## config.mk

```make
export PLATFORM = sky130hd
export DESIGN_NAME = smd_front_flat
export DESIGN_NICKNAME = d
export VERILOG_FILES = /design/src/rtl/core/smd_pkg.sv /design/src/rtl/core/smd_if.sv /design/src/rtl/core/smd_front.sv /design/src/flat_wrapper.sv
export SDC_FILE = /design/constraint.sdc
export NUM_CORES = 1
export LEC_CHECK = 0
export ABC_AREA = 1
export BUFFER_PORTS_ARGS = -buffer_cell sky130_fd_sc_hd__buf_2
export CAP_MARGIN = 20
export CELL_PAD_IN_SITES_DETAIL_PLACEMENT = 1
export CELL_PAD_IN_SITES_GLOBAL_PLACEMENT = 1
export CORE_ASPECT_RATIO = 0.6
export CORE_MARGIN = 3
export CORE_UTILIZATION = 47
export DETAILED_ROUTE_END_ITERATION = 6
export PLACE_DENSITY_LB_ADDON = 0.1
export SYNTH_ARGS = -nofsm -noshare
export SYNTH_HDL_FRONTEND = slang
export SYNTH_SLANG_ARGS = --single-unit
```

## constraint.sdc

```tcl
create_clock -name clk -period 8.7 [get_ports clk]
set_clock_uncertainty 0.15 [all_clocks]
set_input_delay 2.175 -clock clk [delete_from_list [all_inputs] [get_ports clk]]
set_output_delay 2.175 -clock clk [all_outputs]
set_load 0.005 [all_outputs]
```

## src/rtl/core/smd_pkg.sv

```systemverilog
// Package for the squared Mahalanobis distance engine.
// Holds sizes, action codes, the back-end state type and saturation constants.
// No dependencies.
`default_nettype none
package smd_pkg;
  localparam int MAX_DIMS       = 8;
  localparam int MAX_COMPONENTS = 4;

  typedef enum logic [1:0] {
    ACT_LOC   = 2'd0,
    ACT_FAC   = 2'd1,
    ACT_POINT = 2'd2,
    ACT_NONE  = 2'd3
  } action_t;

  localparam int unsigned CFG_DIMS  = 0;
  localparam int unsigned CFG_COMPS = 1;
  localparam logic [63:0] SAT64 = 64'hFFFF_FFFF_FFFF_FFFF;

  typedef enum logic [2:0] {
    BK_IDLE,
    BK_READ,
    BK_MAC,
    BK_DRAIN,
    BK_COLUMN,
    BK_EMIT
  } bk_state_t;
endpackage
`default_nettype wire

```

## src/rtl/core/smd_if.sv

```systemverilog
// Valid/ready channel interface for the distance engine.
// Payload fields are the input item and result item fields.
`default_nettype none
interface smd_in_if;
  logic        valid;
  logic        ready;
  logic [1:0]  action;
  logic [1:0]  component;
  logic [2:0]  row;
  logic [2:0]  col;
  logic signed [31:0] value;
  modport source (output valid, action, component, row, col, value, input ready);
  modport sink (input valid, action, component, row, col, value, output ready);
endinterface

`default_nettype wire

```

## src/rtl/core/smd_front.sv

```systemverilog
// Front end: accepts items, clamps configuration, classifies the item and
// pushes a command into a two-entry queue. Depends on smd_pkg.
`default_nettype none
module smd_front (
  input  wire logic        clk,
  input  wire logic        rst,
  input  wire logic        cfg_we,
  input  wire logic [0:0]  cfg_index,
  input  wire logic [3:0]  cfg_data,
  smd_in_if.sink           in_ch,
  output logic             q_valid,
  input  wire logic        q_ready,
  output logic [1:0]       q_action,
  output logic [1:0]       q_comp,
  output logic [2:0]       q_row,
  output logic [2:0]       q_col,
  output logic [31:0]      q_value,
  output logic             q_fire,
  output logic [6:0]       q_nd,
  output logic [6:0]       q_nc
);
  import smd_pkg::*;

  logic [3:0] dims_used;
  logic [2:0] components_used;
  logic [6:0] nd, nc;

  // Configuration registers.
  always_ff @(posedge clk) begin
    if (rst) begin
      dims_used <= 4'd8;
      components_used <= 3'd4;
    end else if (cfg_we) begin
      if (32'(cfg_index) == CFG_DIMS) dims_used <= cfg_data;
      else components_used <= cfg_data[2:0];
    end
  end

  always_comb begin
    nd = (dims_used == 0) ? 7'd1 : (32'(dims_used) > MAX_DIMS) ? 7'(MAX_DIMS) : 7'(dims_used);
    nc = (components_used == 0) ? 7'd1 :
         (32'(components_used) > MAX_COMPONENTS) ? 7'(MAX_COMPONENTS) : 7'(components_used);
  end

  // Two-entry queue.
  localparam int QW = 2 + 2 + 3 + 3 + 32 + 1 + 7 + 7;
  logic [QW-1:0] qm [2];
  logic [1:0] cnt;
  logic rp, wp, push, pop;
  logic [QW-1:0] wd;
  assign in_ch.ready = (cnt != 2'd2);
  assign push = in_ch.valid && in_ch.ready && in_ch.action != ACT_NONE;
  assign pop = q_valid && q_ready;
  assign q_valid = (cnt != 2'd0);
  assign wd = {in_ch.action, in_ch.component, in_ch.row, in_ch.col, in_ch.value,
               (7'(in_ch.row) + 7'd1 == nd), nd, nc};
  assign {q_action, q_comp, q_row, q_col, q_value, q_fire, q_nd, q_nc} = qm[rp];

  always_ff @(posedge clk) begin
    if (push) qm[wp] <= wd;
  end
  always_ff @(posedge clk) begin
    if (rst) begin
      cnt <= '0; rp <= 1'b0; wp <= 1'b0;
    end else begin
      if (push) wp <= ~wp;
      if (pop) rp <= ~rp;
      cnt <= cnt + 2'(push) - 2'(pop);
    end
  end

  a_cnt: assert property (@(posedge clk) disable iff (rst) cnt != 2'd3)
    else $error("queue count bad");
  a_full: assert property (@(posedge clk) disable iff (rst)
    cnt == 2'd2 && !pop |=> cnt == 2'd2) else $error("queue lost entry");
  a_empty: assert property (@(posedge clk) disable iff (rst)
    cnt == 2'd0 |-> !pop) else $error("pop from empty");
endmodule
`default_nettype wire

```

## src/flat_wrapper.sv

```systemverilog
// flat-port wrapper written by rule: the top's interface ports become plain ports
module smd_front_flat import smd_pkg::*;
  (clk, rst, cfg_we, cfg_index, cfg_data, q_valid, q_ready, q_action, q_comp, q_row, q_col, q_value, q_fire, q_nd, q_nc, in_ch_valid, in_ch_action, in_ch_component, in_ch_row, in_ch_col, in_ch_value, in_ch_ready);
  smd_in_if in_ch_i ();
  input  wire logic clk;
  input  wire logic rst;
  input  wire logic cfg_we;
  input  wire logic [0:0] cfg_index;
  input  wire logic [3:0] cfg_data;
  output logic q_valid;
  input  wire logic q_ready;
  output logic [1:0] q_action;
  output logic [1:0] q_comp;
  output logic [2:0] q_row;
  output logic [2:0] q_col;
  output logic [31:0] q_value;
  output logic q_fire;
  output logic [6:0] q_nd;
  output logic [6:0] q_nc;
  input wire logic [$bits(in_ch_i.valid)-1:0] in_ch_valid;
  input wire logic [$bits(in_ch_i.action)-1:0] in_ch_action;
  input wire logic [$bits(in_ch_i.component)-1:0] in_ch_component;
  input wire logic [$bits(in_ch_i.row)-1:0] in_ch_row;
  input wire logic [$bits(in_ch_i.col)-1:0] in_ch_col;
  input wire logic [$bits(in_ch_i.value)-1:0] in_ch_value;
  output wire logic [$bits(in_ch_i.ready)-1:0] in_ch_ready;
  assign in_ch_i.valid = in_ch_valid;
  assign in_ch_i.action = in_ch_action;
  assign in_ch_i.component = in_ch_component;
  assign in_ch_i.row = in_ch_row;
  assign in_ch_i.col = in_ch_col;
  assign in_ch_i.value = in_ch_value;
  assign in_ch_ready = in_ch_i.ready;
  smd_front u_core (.clk(clk), .rst(rst), .cfg_we(cfg_we), .cfg_index(cfg_index), .cfg_data(cfg_data), .in_ch(in_ch_i), .q_valid(q_valid), .q_ready(q_ready), .q_action(q_action), .q_comp(q_comp), .q_row(q_row), .q_col(q_col), .q_value(q_value), .q_fire(q_fire), .q_nd(q_nd), .q_nc(q_nc));
endmodule
```

# Yosys cells after proc, flatten, opt, wreduce, memory -nomap -nowiden
# Memory sizes are Yosys's and may differ from the RTL's. A register that Yosys moved wholly into a read port is not among the register bits.
# Index checks and enable logic that the tools add are counted.
# W data, S select, Z words.
# word_totals
memories,1
out_inout_bits,59
ram_bits,114
reg_bits,11
# mem_list
memory,words,width,read_ports,rd_clocked_by_memory_dff,write_ports,line,source
u_core.qm,2,57,1,1,1,smd_front.sv:47,logic [QW-1:0] qm [2];
# classes
reduce_logical,8
eq_ne,3
bitwise,3
magnitude_cmp,2
mux,8
addsub,3
# ops
operator,n
$mux W7,2
$eq A7 B7 Y1,1
$add A3 B1 Y4 const B,1
$gt A4 B4 Y1 const B,1
$logic_not A4 Y1,1
$mux W1,4
$mux W4,1
$ne A2 B2 Y1 const B,2
$reduce_and A2 Y1,2
$gt A3 B3 Y1 const B,1
$logic_and A1 B1 Y1,3
$logic_not A3 Y1,1
$mux W3,1
$not A1 Y1,3
$add A2 B1 Y2,1
$reduce_bool A2 Y1,1
$sub A2 B1 Y2,1

# Logic depth before layout (Yosys ltp)
# Gate-level depths: netlist (run 1).
# depth
ltp_word,5
depth_mapped,9
mapped_depth_nobuf,9

# Least setup slack after synthesis (run 1)
# Ideal clock, no wire load.
# synth_path
path_kind,input port to flip-flop
startpoint,input port in_ch_action[0]
endpoint,"memory u_core.qm[1][0] (netlist name), enable pin"
cell_stages,3
slack_ps,3582
n_path_buf,0
arrival_ps,4507
setup_time_ps,461
path_cell_list,nand2_1 nand3_1 nor2_1
# synth_via
elab_chain_cells,4
# synth_lines
item,line,source
"start, declared",flat_wrapper.sv:21,input wire logic [$bits(in_ch_i.action)-1:0] in_ch_action;
$ne A2 B2 Y1,smd_front.sv:52,assign push = in_ch.valid && in_ch.ready && in_ch.action != ACT_NONE;
$logic_and A1 B1 Y1,smd_front.sv:52,
$mux W1,smd_front.sv:60,if (push) qm[wp] <= wd;
$mux W1 (implied by the code),smd_front.sv:60,
"end, declared",smd_front.sv:47,
# No other way between the ends.

==> summary.md, run 1 <==
| Metric | Value |
|---|---|
| Hold Buf Count CTS | `0` |
| H-Tree Depth | `3` |
| Worst hold stages | `2` |
| Netlist cell types | `26` |
| First-pass DRT Iterations | `4` |
| Chip Height | `82.6 um` |
| Grt ovf | `0` |
| Crit path required time | `6.38 ns` |
| Mean Syn Cell Area | `17.0 um2` |
| Crit-path max FO | `50` |
| Post-Route Utilization | `0.583` |
| Share of cells above drive strength 1 | `0.459` |
| ANT nets after route | `0` |
| LEAKAGE | `2.22 nW` |
| Final setup violation count | `0` |
| Largest net degree at the start of global routing | `51` |
| Total power | `1.36 mW` |
| CTS Sinks | `112` |
| Leading cell type in the layout, fill and taps excluded | `buf_2` |
| Number of global-route vias before repair | `2543` |
| Final Hold Viols | `0` |
| DRC | `0` |
| Final WL | `8800 um` |
| Power per cell area | `250 mW/mm2` |
| Multi-input gate area | `0.00113 mm2` |
| CTS tree | `yes` |
| Detailed router's first-iteration violation count | `134` |
| Highest-count cells in the layout ignoring fill and taps | `buf_2 (103), edfxtp_1 (100), mux2_4 (50)` |
| Top cells by area, synth | `edfxtp_1 (65%), mux2_4 (16%), dfxtp_1 (5.2%), buf_12 (2.2%), nand2_1 (2.0%)` |
| Storage element area | `0.00325 mm2` |
| WP data arrival | `1.87 ns` |
| CTS resizes | `0` |
| Total CTS buffers | `9` |
| Ports | `111` |
| CORE AREA | `0.00932 mm2` |
| Status | `complete, no violations` |
| Fin crit share | `0.482` |
| Hold_sp | `u_core.dims_used[0]` |
| Nature of the critical path endpoint | `output pin` |
| Post-CTS setup buffers | `0` |
| Area Overhead vs Synth | `18.3%` |
| Yosys reg bits | `112` |
| Sum Neg Setup Slack | `0 ns` |
| Yosys warning count | `0` |
| Detailed-route via count | `2431` |
| RR Endpoint | `u_core.qm[1][7]` |
| RSZ-0062 raised after global routing | `false` |
| Placed wire-length estimate | `6130 um` |
| WHS Endpoint | `u_core.dims_used[0]` |
| Core Rows | `27` |
| Peak supply drop | `0.000123 V` |
| Leading area contributor after synthesis | `edfxtp_1` |
| Relative slew slack | `0.354` |
| Gr usage total | `0.159` |
| Worst reg-to-reg setup slack | `6.64 ns` |
| Worst r2r path cells | `5` |
| Clock transition at path regs | `0.06 ns` |
| Worst hold slack | `0.339 ns` |
| Hold WC Path Type | `reg -> reg` |
| Total of max-cap violations | `0` |
| Max clock buf depth | `2` |
| Final net count | `432` |
| Clock root cell | `clkbuf_16` |
| Drt wl/cell | `17.2 um` |
| Tmin final | `4.19 ns` |
| Max Clk Rate | `239 MHz` |
| First-pass GRT wire length | `13100 um` |
| Mapped Cells | `270` |
| Antenna violations before repair | `0` |
| Post-Syn Area | `0.00459 mm2` |
| Tightest Pin Transition | `0.969 ns` |
| Worst skew pair latency | `0.33 ns` |
| Input/output buffers | `103` |
| Initial core utilization | `0.493` |
| ANT cells | `0` |
| Final Wtd Congestion | `0.735` |
| Top-area cell type share of the netlist area | `0.654` |
| Register area share after synthesis | `0.706` |
| Vias per inst | `4.76` |
| Final Instance Count excl. Fillers | `511` |
| Final Max Tran Viols | `0` |
| Die area | `0.0110 mm2` |
| Chip width | `134 um` |
| Startpoint type of the worst setup path | `flop` |
| Placed cell count | `496` |
| Reg-to-Reg Start | `u_core.cnt[0]` |
| Number of fill cells in the layout | `921` |
| Crit Path Category | `reg -> out` |
[power by group]
group | total (mW) | leakage [nW] | internal [mW] | switching [mW]
sequential | 0.700 | 1.02 | 0.649 | 0.0506
clock | 0.388 | 0.135 | 0.220 | 0.168
combinational | 0.271 | 1.06 | 0.158 | 0.113
[critical path: stages (launching register included)]
cell,delay (ns)
dfxtp_4,1.00
mux2_4,0.38
buf_2,0.13
[layer usage]
layer	track usage	vias up	routed length, um
met5	0	-	0
met4	0.0400	0	57
met3	0.0648	6	679
met2	0.271	77	4140
met1	0.193	1182	3920
li1	-	1166	-
[final cells by class]
class                   instances  share of cell area
flip-flops and latches        112               0.597
multi-input cells             127               0.209
repair buffers                105              0.0976
clock buffers                  11              0.0428
well taps                     130              0.0299
inverters                      22              0.0152
clock inverters                 4             0.00852
[registers in the layout, indices dropped and copies added (netlist names), named ones only]
signal                  cells
u_core.rp                   1
u_core.components_used      3
u_core.qm                 100
u_core.cnt                  2
u_core.dims_used            4
u_core.wp                   1
[cells in the mapped netlist, drive strengths merged]
master and instances:
xnor2 1, dfxtp 12, a21oi 3, nor2 21, nand3 6, o21ai 6, edfxtp 100, xor2 1
nor3 1, o21a 1, clkinv 1, conb 1, mux2 50, inv 21, nand4 1, buf 13
ha 3, clkbuf 2, nand2 25, o211ai 1
[per-stage QoR]
step,area (um2),setup slack (ns)
floorplan,4620,3.58
global placement,5160,4.76
detailed placement,5160,4.72
CTS,5440,4.47
global route,5440,4.43
finish,5440,4.51
[logic make-up after synthesis]
logic type,count (synthesis),synth area share
flip-flops,112,0.706
AND/OR/NAND/NOR,54,0.0493
multiplexers,50,0.163
buffers and inverters,37,0.0553
AO/OA/AOI/OAI,11,0.0131
adder cells (fa/ha/maj),3,0.00817
XOR/XNOR,2,0.00381
other,1,0.000816
[worst max-delay path by stage]
stage,start,to,cells past startpoint
after floorplan,in_ch_action[0],u_core.qm[1][0],3
after global placement,in_ch_action[0],u_core.qm[1][30],5
after detailed placement,in_ch_action[0],u_core.qm[1][30],5
after CTS,flop,q_fire,2
after global routing,flop,q_fire,2
final,flop,q_fire,2
(Power assumes the default switching activity.)
==> run 2: changes to the inputs <==
--- a/config.mk
+++ b/config.mk
@@ -5,14 +5,14 @@
 export SDC_FILE = /design/constraint.sdc
 export NUM_CORES = 1
 export LEC_CHECK = 0
-export ABC_AREA = 1
+export ABC_AREA = 0
 export BUFFER_PORTS_ARGS = -buffer_cell sky130_fd_sc_hd__buf_2
 export CAP_MARGIN = 20
 export CELL_PAD_IN_SITES_DETAIL_PLACEMENT = 1
 export CELL_PAD_IN_SITES_GLOBAL_PLACEMENT = 1
 export CORE_ASPECT_RATIO = 0.6
 export CORE_MARGIN = 3
-export CORE_UTILIZATION = 47
+export CORE_UTILIZATION = 43
 export DETAILED_ROUTE_END_ITERATION = 6
 export PLACE_DENSITY_LB_ADDON = 0.1
 export SYNTH_ARGS = -nofsm -noshare
==> constraint.sdc (replaced) <==
create_clock -name clk -period 3.9 [get_ports clk]
set_clock_uncertainty 0.15 [all_clocks]
set_input_delay 0.975 -clock clk [delete_from_list [all_inputs] [get_ports clk]]
set_output_delay 0.975 -clock clk [all_outputs]
set_load 0.005 [all_outputs]
==> run 2 against run 1 <==
Effect of this change: count of clock-buffer cells in the layout down 1; clock power up 140%; combinational power up 140%; area after synthesis down 5.7%; highest routed layer unchanged; critical path depth up 1; power up 130%; wire length down 3.5%.
==> summary.md, run 2 <==
| Metric | Value |
|---|---|
| CTS Sinks | `112 (unchanged)` |
| Max reg flops | `100 (unchanged)` |
| Post-Syn Area | `0.00433 mm2 (-5.7%)` |
| Yosys reg bits | `112 (unchanged)` |
| H-Tree Depth | `3 (unchanged)` |
| Largest net degree at the start of global routing | `46 (-9.8%)` |
| Post-CTS setup buffers | `0 (unchanged)` |
| Mapped Cells | `245 (-9.3%)` |
| Asr flop ratio synth | `0 (unchanged)` |
| Crit Path Category | `reg -> out` |
| Register area share after synthesis | `0.749 (+0.0426)` |
| Input/output buffers | `103 (unchanged)` |
| Cell Chain, Critical Path | `buf_12 > mux2_1 > buf_2` |
| Highest-count cells in the layout ignoring fill and taps | `buf_2 (103), edfxtp_1 (100), mux2_1 (50)` |
| Fin crit share | `0.774` |
| Final WL | `8490 um (-3.5%)` |
| Worst hold slack | `0.314 ns (-0.0243 ns)` |
| CTS tree | `yes` |
| Nature of the critical path endpoint | `output pin` |
| Register with the most flip-flops | `u_core.qm` |
| Ports | `111 (unchanged)` |
| Commonest cells in the netlist | `edfxtp_1 (100), mux2_1 (50), buf_4 (13), nor2_1 (13), dfxtp_1 (12)` |
| Chip Height | `83.7 um (+1.4%)` |
| Sequential share of power | `0.493 (-0.022)` |
| Yosys warning count | `0 (unchanged)` |
| Detailed-route via count | `2351 (-3.3%)` |
| Final Wtd Congestion | `0.691 (-5.9%)` |
| Crit path largest cell delay | `0.74 ns (-0.26 ns)` |
| Sum Neg Setup Slack | `0 ns (unchanged)` |
| Share of cells above drive strength 1 | `0.358 (-0.102)` |
| Area Overhead vs Synth | `22.0%` |
| Final Instance Count excl. Fillers | `485 (-5.1%)` |
| RSZ-0062 raised after global routing | `false` |
| Clock transition at path regs | `0.07 ns (about the same)` |
| Gr usage total | `0.159 (-0.000639)` |
| Mean Syn Cell Area | `17.7 um2 (+3.9%)` |
| Tightest Pin Transition | `0.641 ns (-0.328 ns)` |
| Chip width | `136 um (+1.5%)` |
| CORE AREA | `0.00949 mm2 (+1.8%)` |
| Number of global-route vias before repair | `2586 (+1.7%)` |
| Top-area cell type share of the netlist area | `0.693 (+0.0395)` |
| ANT nets after route | `0 (unchanged)` |
| Leading area contributor after synthesis | `edfxtp_1` |
| Final net count | `405 (-6.3%)` |
| Die area | `0.0114 mm2 (+2.9%)` |
| Clock Power Share | `0.302 (+0.016)` |
| Most common flop cell mapped by yosys | `edfxtp_1` |
| Sw power | `0.788 mW (+140%)` |
| Logic pwr share | `0.205 (+0.005)` |
| Post-synth EDFFs | `100 (unchanged)` |
| Total power | `3.14 mW (+130%)` |
| Top cells by area, synth | `edfxtp_1 (69%), mux2_1 (13%), dfxtp_1 (5.5%), buf_4 (2.3%), nor2_1 (1.1%)` |
| Internal | `2.35 mW (+130%)` |
| Largest registers | `u_core.qm x100, u_core.dims_used x4, u_core.components_used x3` |
| Final Max Tran Viols | `0 (unchanged)` |
| Total of max-cap violations | `0 (unchanged)` |
| LEAKAGE | `2.01 nW (-9.5%)` |
| WP data arrival | `1.89 ns (+0.02 ns)` |
| Core Rows | `27 (unchanged)` |
| Startpoint type of the worst setup path | `flop` |
| Leading cell type in the layout, fill and taps excluded | `buf_2` |
| Hold WC Path Type | `reg -> reg` |
| Status | `complete, no violations` |
| ANT cells | `0 (unchanged)` |
| Hold Buf Count CTS | `0 (unchanged)` |
| CP top delay family | `flip-flops` |
| DRC | `0 (unchanged)` |
| Worst skew pair latency | `0.34 ns (about the same)` |
| Drt wl/cell | `17.5 um (+1.7%)` |
| First-pass DRT Iterations | `4 (unchanged)` |
| Final Hold Viols | `0 (unchanged)` |
| Slowest stage cell on the critical path | `dfxtp_2` |
| Relative slew slack | `0.573 (+0.219)` |
| Switching share of power | `0.251 (+0.00705)` |
| Tmin final | `3.02 ns` |
| Peak supply drop | `0.000347 V (+180%)` |
| Grt ovf | `0 (unchanged)` |
| Detailed router's first-iteration violation count | `182 (+36%)` |
| Cell with the most instances after synthesis | `edfxtp_1` |
| Netlist cell types | `30 (+15%)` |
| Power per cell area | `594 mW/mm2 (+140%)` |
| Placed cell count | `469 (-5.4%)` |
| Max Clk Rate | `331 MHz` |
| Final setup violation count | `0 (unchanged)` |
| Crit-path max FO | `27 (-46%)` |
| First-pass GRT wire length | `13600 um (+4.1%)` |
| Placed wire-length estimate | `5860 um (-4.3%)` |
| CTS resizes | `0 (unchanged)` |
| Post-Route Utilization | `0.557 (-0.0262)` |
| Sum of buffers and inverters on the critical path | `2 (+1)` |
| Max clock buf depth | `2 (unchanged)` |
| Crit path required time | `2.77 ns (-3.61 ns)` |
| Clock root cell | `clkbuf_16` |
| Initial core utilization | `0.456 (-0.0363)` |
| Antenna violations before repair | `0 (unchanged)` |
| Vias per inst | `4.85 (+1.9%)` |
| Total CTS buffers | `9 (unchanged)` |
run 2: cell types whose count changed in the layout (fill, tap and decap cells not counted), sizes merged, moves of 3 or more:
cell and change:
inv -18, nand2 -19, nor2 -8, xnor2 +3, mux2i +3, nor2b +7, o21ai -6
run 2: cells by family after synthesis:
kind of cell	Yosys count	synth area share
other cells	1	0.000866
xor+xnor	6	0.0139
buf+inv	21	0.0297
fa+ha+maj	3	0.00867
simple gates	40	0.0480
mux	53	0.137
flops	112	0.749
compound gates	9	0.0133
run 2: area by class of cell:
type	count	area, um2
Inverter	3	11.3
Multi-Input combinational cell	118	991
Clock buffer	10	229
Clock inverter	6	83.8
Sequential cell	112	3240
Timing Repair Buffer	106	563
Fill cell	922	4210
Tap cell	130	163
run 2: path summary, 6_finish.rpt:
check                               to  slack (ns)                 startpoint  depth (start not counted)
min          u_core.components_used[0]        0.31  u_core.components_used[0]                          2
min reg2reg  u_core.components_used[0]        0.31  u_core.components_used[0]                          2
max                        q_value[23]        0.88                       flop                          3
max reg2reg            u_core.qm[0][2]        1.75              u_core.cnt[0]                          4
run 2: metrics by stage:
stage	instance area (um2)	worst slack (ns)
after CTS	5290	0.840
after global placement	4970	1.14
after detailed placement	4970	1.08
after global routing	5290	0.747
after floorplan	4360	0.741
final	5290	0.880
run 2: power groups by stage:
stage	sequential, mW	combinational, mW	clock (mW)
after floorplan	1.52	0.409	0
after global placement	1.57	0.645	0
after detailed placement	1.58	0.655	0
after CTS	1.55	0.663	0.977
after global routing	1.57	0.718	1.02
final	1.55	0.645	0.947
run 2: layer usage:
| metal | track usage | vias to the layer above | share of wire |
|---|---|---|---|
| met4 | 0.0439 | 0 | 0.010 |
| met2 | 0.242 | 75 | 0.45 |
| met3 | 0.0536 | 7 | 0.065 |
| li1 | - | 1110 | - |
| met1 | 0.217 | 1159 | 0.47 |
| met5 | 0 | - | 0 |
run 2: tightest hold or removal path: cells and delay by family, from the launching register on:
kind | cells | cell delay, ns
simple gates | 1 | 0.06
flops | 1 | 0.31
compound gates | 1 | 0.05
==> run 3: changes to the inputs <==
--- a/config.mk
+++ b/config.mk
@@ -12,7 +12,7 @@
 export CELL_PAD_IN_SITES_GLOBAL_PLACEMENT = 1
 export CORE_ASPECT_RATIO = 0.6
 export CORE_MARGIN = 3
-export CORE_UTILIZATION = 43
+export CORE_UTILIZATION = 39
 export DETAILED_ROUTE_END_ITERATION = 6
 export PLACE_DENSITY_LB_ADDON = 0.1
 export SYNTH_ARGS = -nofsm -noshare
==> constraint.sdc (replaced) <==
create_clock -name clk -period 2.5 [get_ports clk]
set_clock_uncertainty 0.15 [all_clocks]
set_input_delay 0.625 -clock clk [delete_from_list [all_inputs] [get_ports clk]]
set_output_delay 0.625 -clock clk [all_outputs]
set_load 0.005 [all_outputs]
==> run 3 against run 2 <==
Effect of this change: clock power up 43%; final cell count rose by 2.5%; sequential power up 54%; worst hold slack worse by 0.0087 ns; register-to-register slack got worse by 1.2 ns; worst setup slack lost 0.77 ns; critical path depth unchanged; utilization decreased by 6.0 points; combinational power is 67% higher; sequential share of layout area fell by 0.32 points.
==> summary.md, run 3 (synthesis results as in run 2) <==
| Metric | Value |
|---|---|
| Status | `complete, no violations` |
| ANT nets after route | `0 (unchanged)` |
| Input/output buffers | `103 (unchanged)` |
| Crit path largest cell delay | `0.54 ns (-0.20 ns)` |
| Register with the most flip-flops | `u_core.qm` |
| Initial core utilization | `0.405 (-0.0516)` |
| Hold WC Path Type | `reg -> reg` |
| CTS tree | `yes` |
| Cell Chain, Critical Path | `buf_12 > mux2_1 > buf_2` |
| Placed wire-length estimate | `6000 um (+2.4%)` |
| Area Overhead vs Synth | `22.6%` |
| Number of fill cells in the layout | `1046 (+13%)` |
| Number of global-route vias before repair | `2517 (-2.7%)` |
| Ports | `111 (unchanged)` |
| Final Max Tran Viols | `0 (unchanged)` |
| Largest net degree at the start of global routing | `38 (-17%)` |
| Total of max-cap violations | `0 (unchanged)` |
| Detailed-route via count | `2362 (+0.47%)` |
| Crit-path max FO | `21 (-22%)` |
| Clock root cell | `clkbuf_16` |
| Storage element area | `0.00324 mm2 (unchanged)` |
| Core Rows | `29 (+7.4%)` |
| CTS resizes | `0 (unchanged)` |
| DRC | `0 (unchanged)` |
| Grt ovf | `0 (unchanged)` |
| WP data arrival | `1.61 ns (-0.28 ns)` |
| CTS Sinks | `112 (unchanged)` |
| Gr usage total | `0.142 (-0.0169)` |
| Sum of buffers and inverters on the critical path | `2 (unchanged)` |
| Final Hold Viols | `0 (unchanged)` |
| Peak supply drop | `0.000372 V (+7.3%)` |
| First-pass DRT Iterations | `4 (unchanged)` |
| Multi-input gate area | `991 um2 (unchanged)` |
| Final Wtd Congestion | `0.705 (+2.0%)` |
| Post-CTS setup buffers | `0 (unchanged)` |
| Fin crit share | `0.956` |
| Nature of the critical path endpoint | `output pin` |
| Chip Height | `87.6 um (+4.6%)` |
| Hold Buf Count CTS | `0 (unchanged)` |
| CORE AREA | `0.0107 mm2 (+13%)` |
| Antenna violations before repair | `2 (+2)` |
| Chip width | `142 um (+4.8%)` |
| Highest-count cells in the layout ignoring fill and taps | `buf_2 (103), edfxtp_1 (100), mux2_1 (50)` |
| Crit path required time | `1.73 ns (-1.04 ns)` |
| Worst hold slack | `0.306 ns (-0.00874 ns)` |
| First-pass GRT wire length | `13100 um (-3.8%)` |
| Max clock buf depth | `2 (unchanged)` |
| Placed cell count | `481 (+2.6%)` |
| Power per cell area | `905 mW/mm2 (+52%)` |
| Max Clk Rate | `419 MHz` |
| Final WL | `8620 um (+1.5%)` |
| Max reg flops | `100 (unchanged)` |
| Final setup violation count | `0 (unchanged)` |
| Crit Path Category | `reg -> out` |
| H-Tree Depth | `3 (unchanged)` |
| Share of cells above drive strength 1 | `0.356 (-0.00200)` |
| Startpoint type of the worst setup path | `flop` |
| Largest registers | `u_core.qm x100, u_core.dims_used x4, u_core.components_used x3` |
| Die area | `0.0124 mm2 (+9.6%)` |
| Worst reg-to-reg setup slack | `0.55 ns (-1.20 ns)` |
| Total CTS buffers | `9 (unchanged)` |
| Worst skew pair latency | `0.34 ns (about the same)` |
| Tmin final | `2.39 ns` |
| Slowest stage cell on the critical path | `dfxtp_2` |
| CP top delay family | `flip-flops` |
| Final Instance Count excl. Fillers | `497 (+2.5%)` |
| Drt wl/cell | `17.3 um (-0.94%)` |
| Clock transition at path regs | `0.07 ns (about the same)` |
| RSZ-0062 raised after global routing | `false` |
| LEAKAGE | `2.01 nW (about the same)` |
| Final net count | `408 (+0.74%)` |
| Vias per inst | `4.75 (-2.0%)` |
| Sum Neg Setup Slack | `0 ns (unchanged)` |
| Detailed router's first-iteration violation count | `104 (-43%)` |
| Leading cell type in the layout, fill and taps excluded | `buf_2` |
## run 3: final cells by class
type | instances | share of cell area
clock buffer | 11 | 0.0438
antenna | 1 | 0.000471
sequential | 112 | 0.611
inverter | 3 | 0.00212
tap | 139 | 0.0327
clock inverter | 4 | 0.00871
timing repair buffer | 109 | 0.115
multi-input combinational | 118 | 0.187
## run 3: path summary, 6_finish.rpt
check / startpoint / depth (start not counted) / endpoint
worst max register to register: u_core.cnt[1] / 8 / u_core.cnt[1]
worst min-delay path: u_core.components_used[0] / 2 / u_core.components_used[0]
worst min register to register: u_core.components_used[0] / 2 / u_core.components_used[0]
worst max-delay path: flop / 3 / q_nd[0]
## run 3: power by group
group / switching (mW) / internal [mW]
clock: 0.581 / 0.767
combinational: 0.544 / 0.537
sequential: 0.0914 / 2.29
total: 1.22 / 3.59
## run 3: tightest hold or removal path, delay by kind of cell, from the launching register on
| kind | cells | cell delay [ns] |
|---|---|---|
| flip-flops | 1 | 0.31 |
| AND/OR/NAND/NOR | 1 | 0.05 |
| AO/OA/AOI/OAI | 1 | 0.05 |
## run 3: through the flow
stage | instance area, um2 | worst slack, ns | total power [mW] | util
finish | 5310 | 0.111 | 4.81 | 0.496
global route | 5310 | 0.00208 | 5.08 | 0.496
CTS | 5310 | 0.0660 | 4.90 | 0.496
detailed placement | 5030 | 0.410 | 3.53 | 0.470
global placement | 5030 | 0.451 | 3.51 | 0.470
floorplan | 4360 | 0.237 | 3.01 | -
## run 3: per-layer routing
layer / wire, um / global-route usage
met2: 3810 / 0.211
met1: 3980 / 0.189
met3: 756 / 0.0666
met5: 13 / 0
met4: 59 / 0.0366
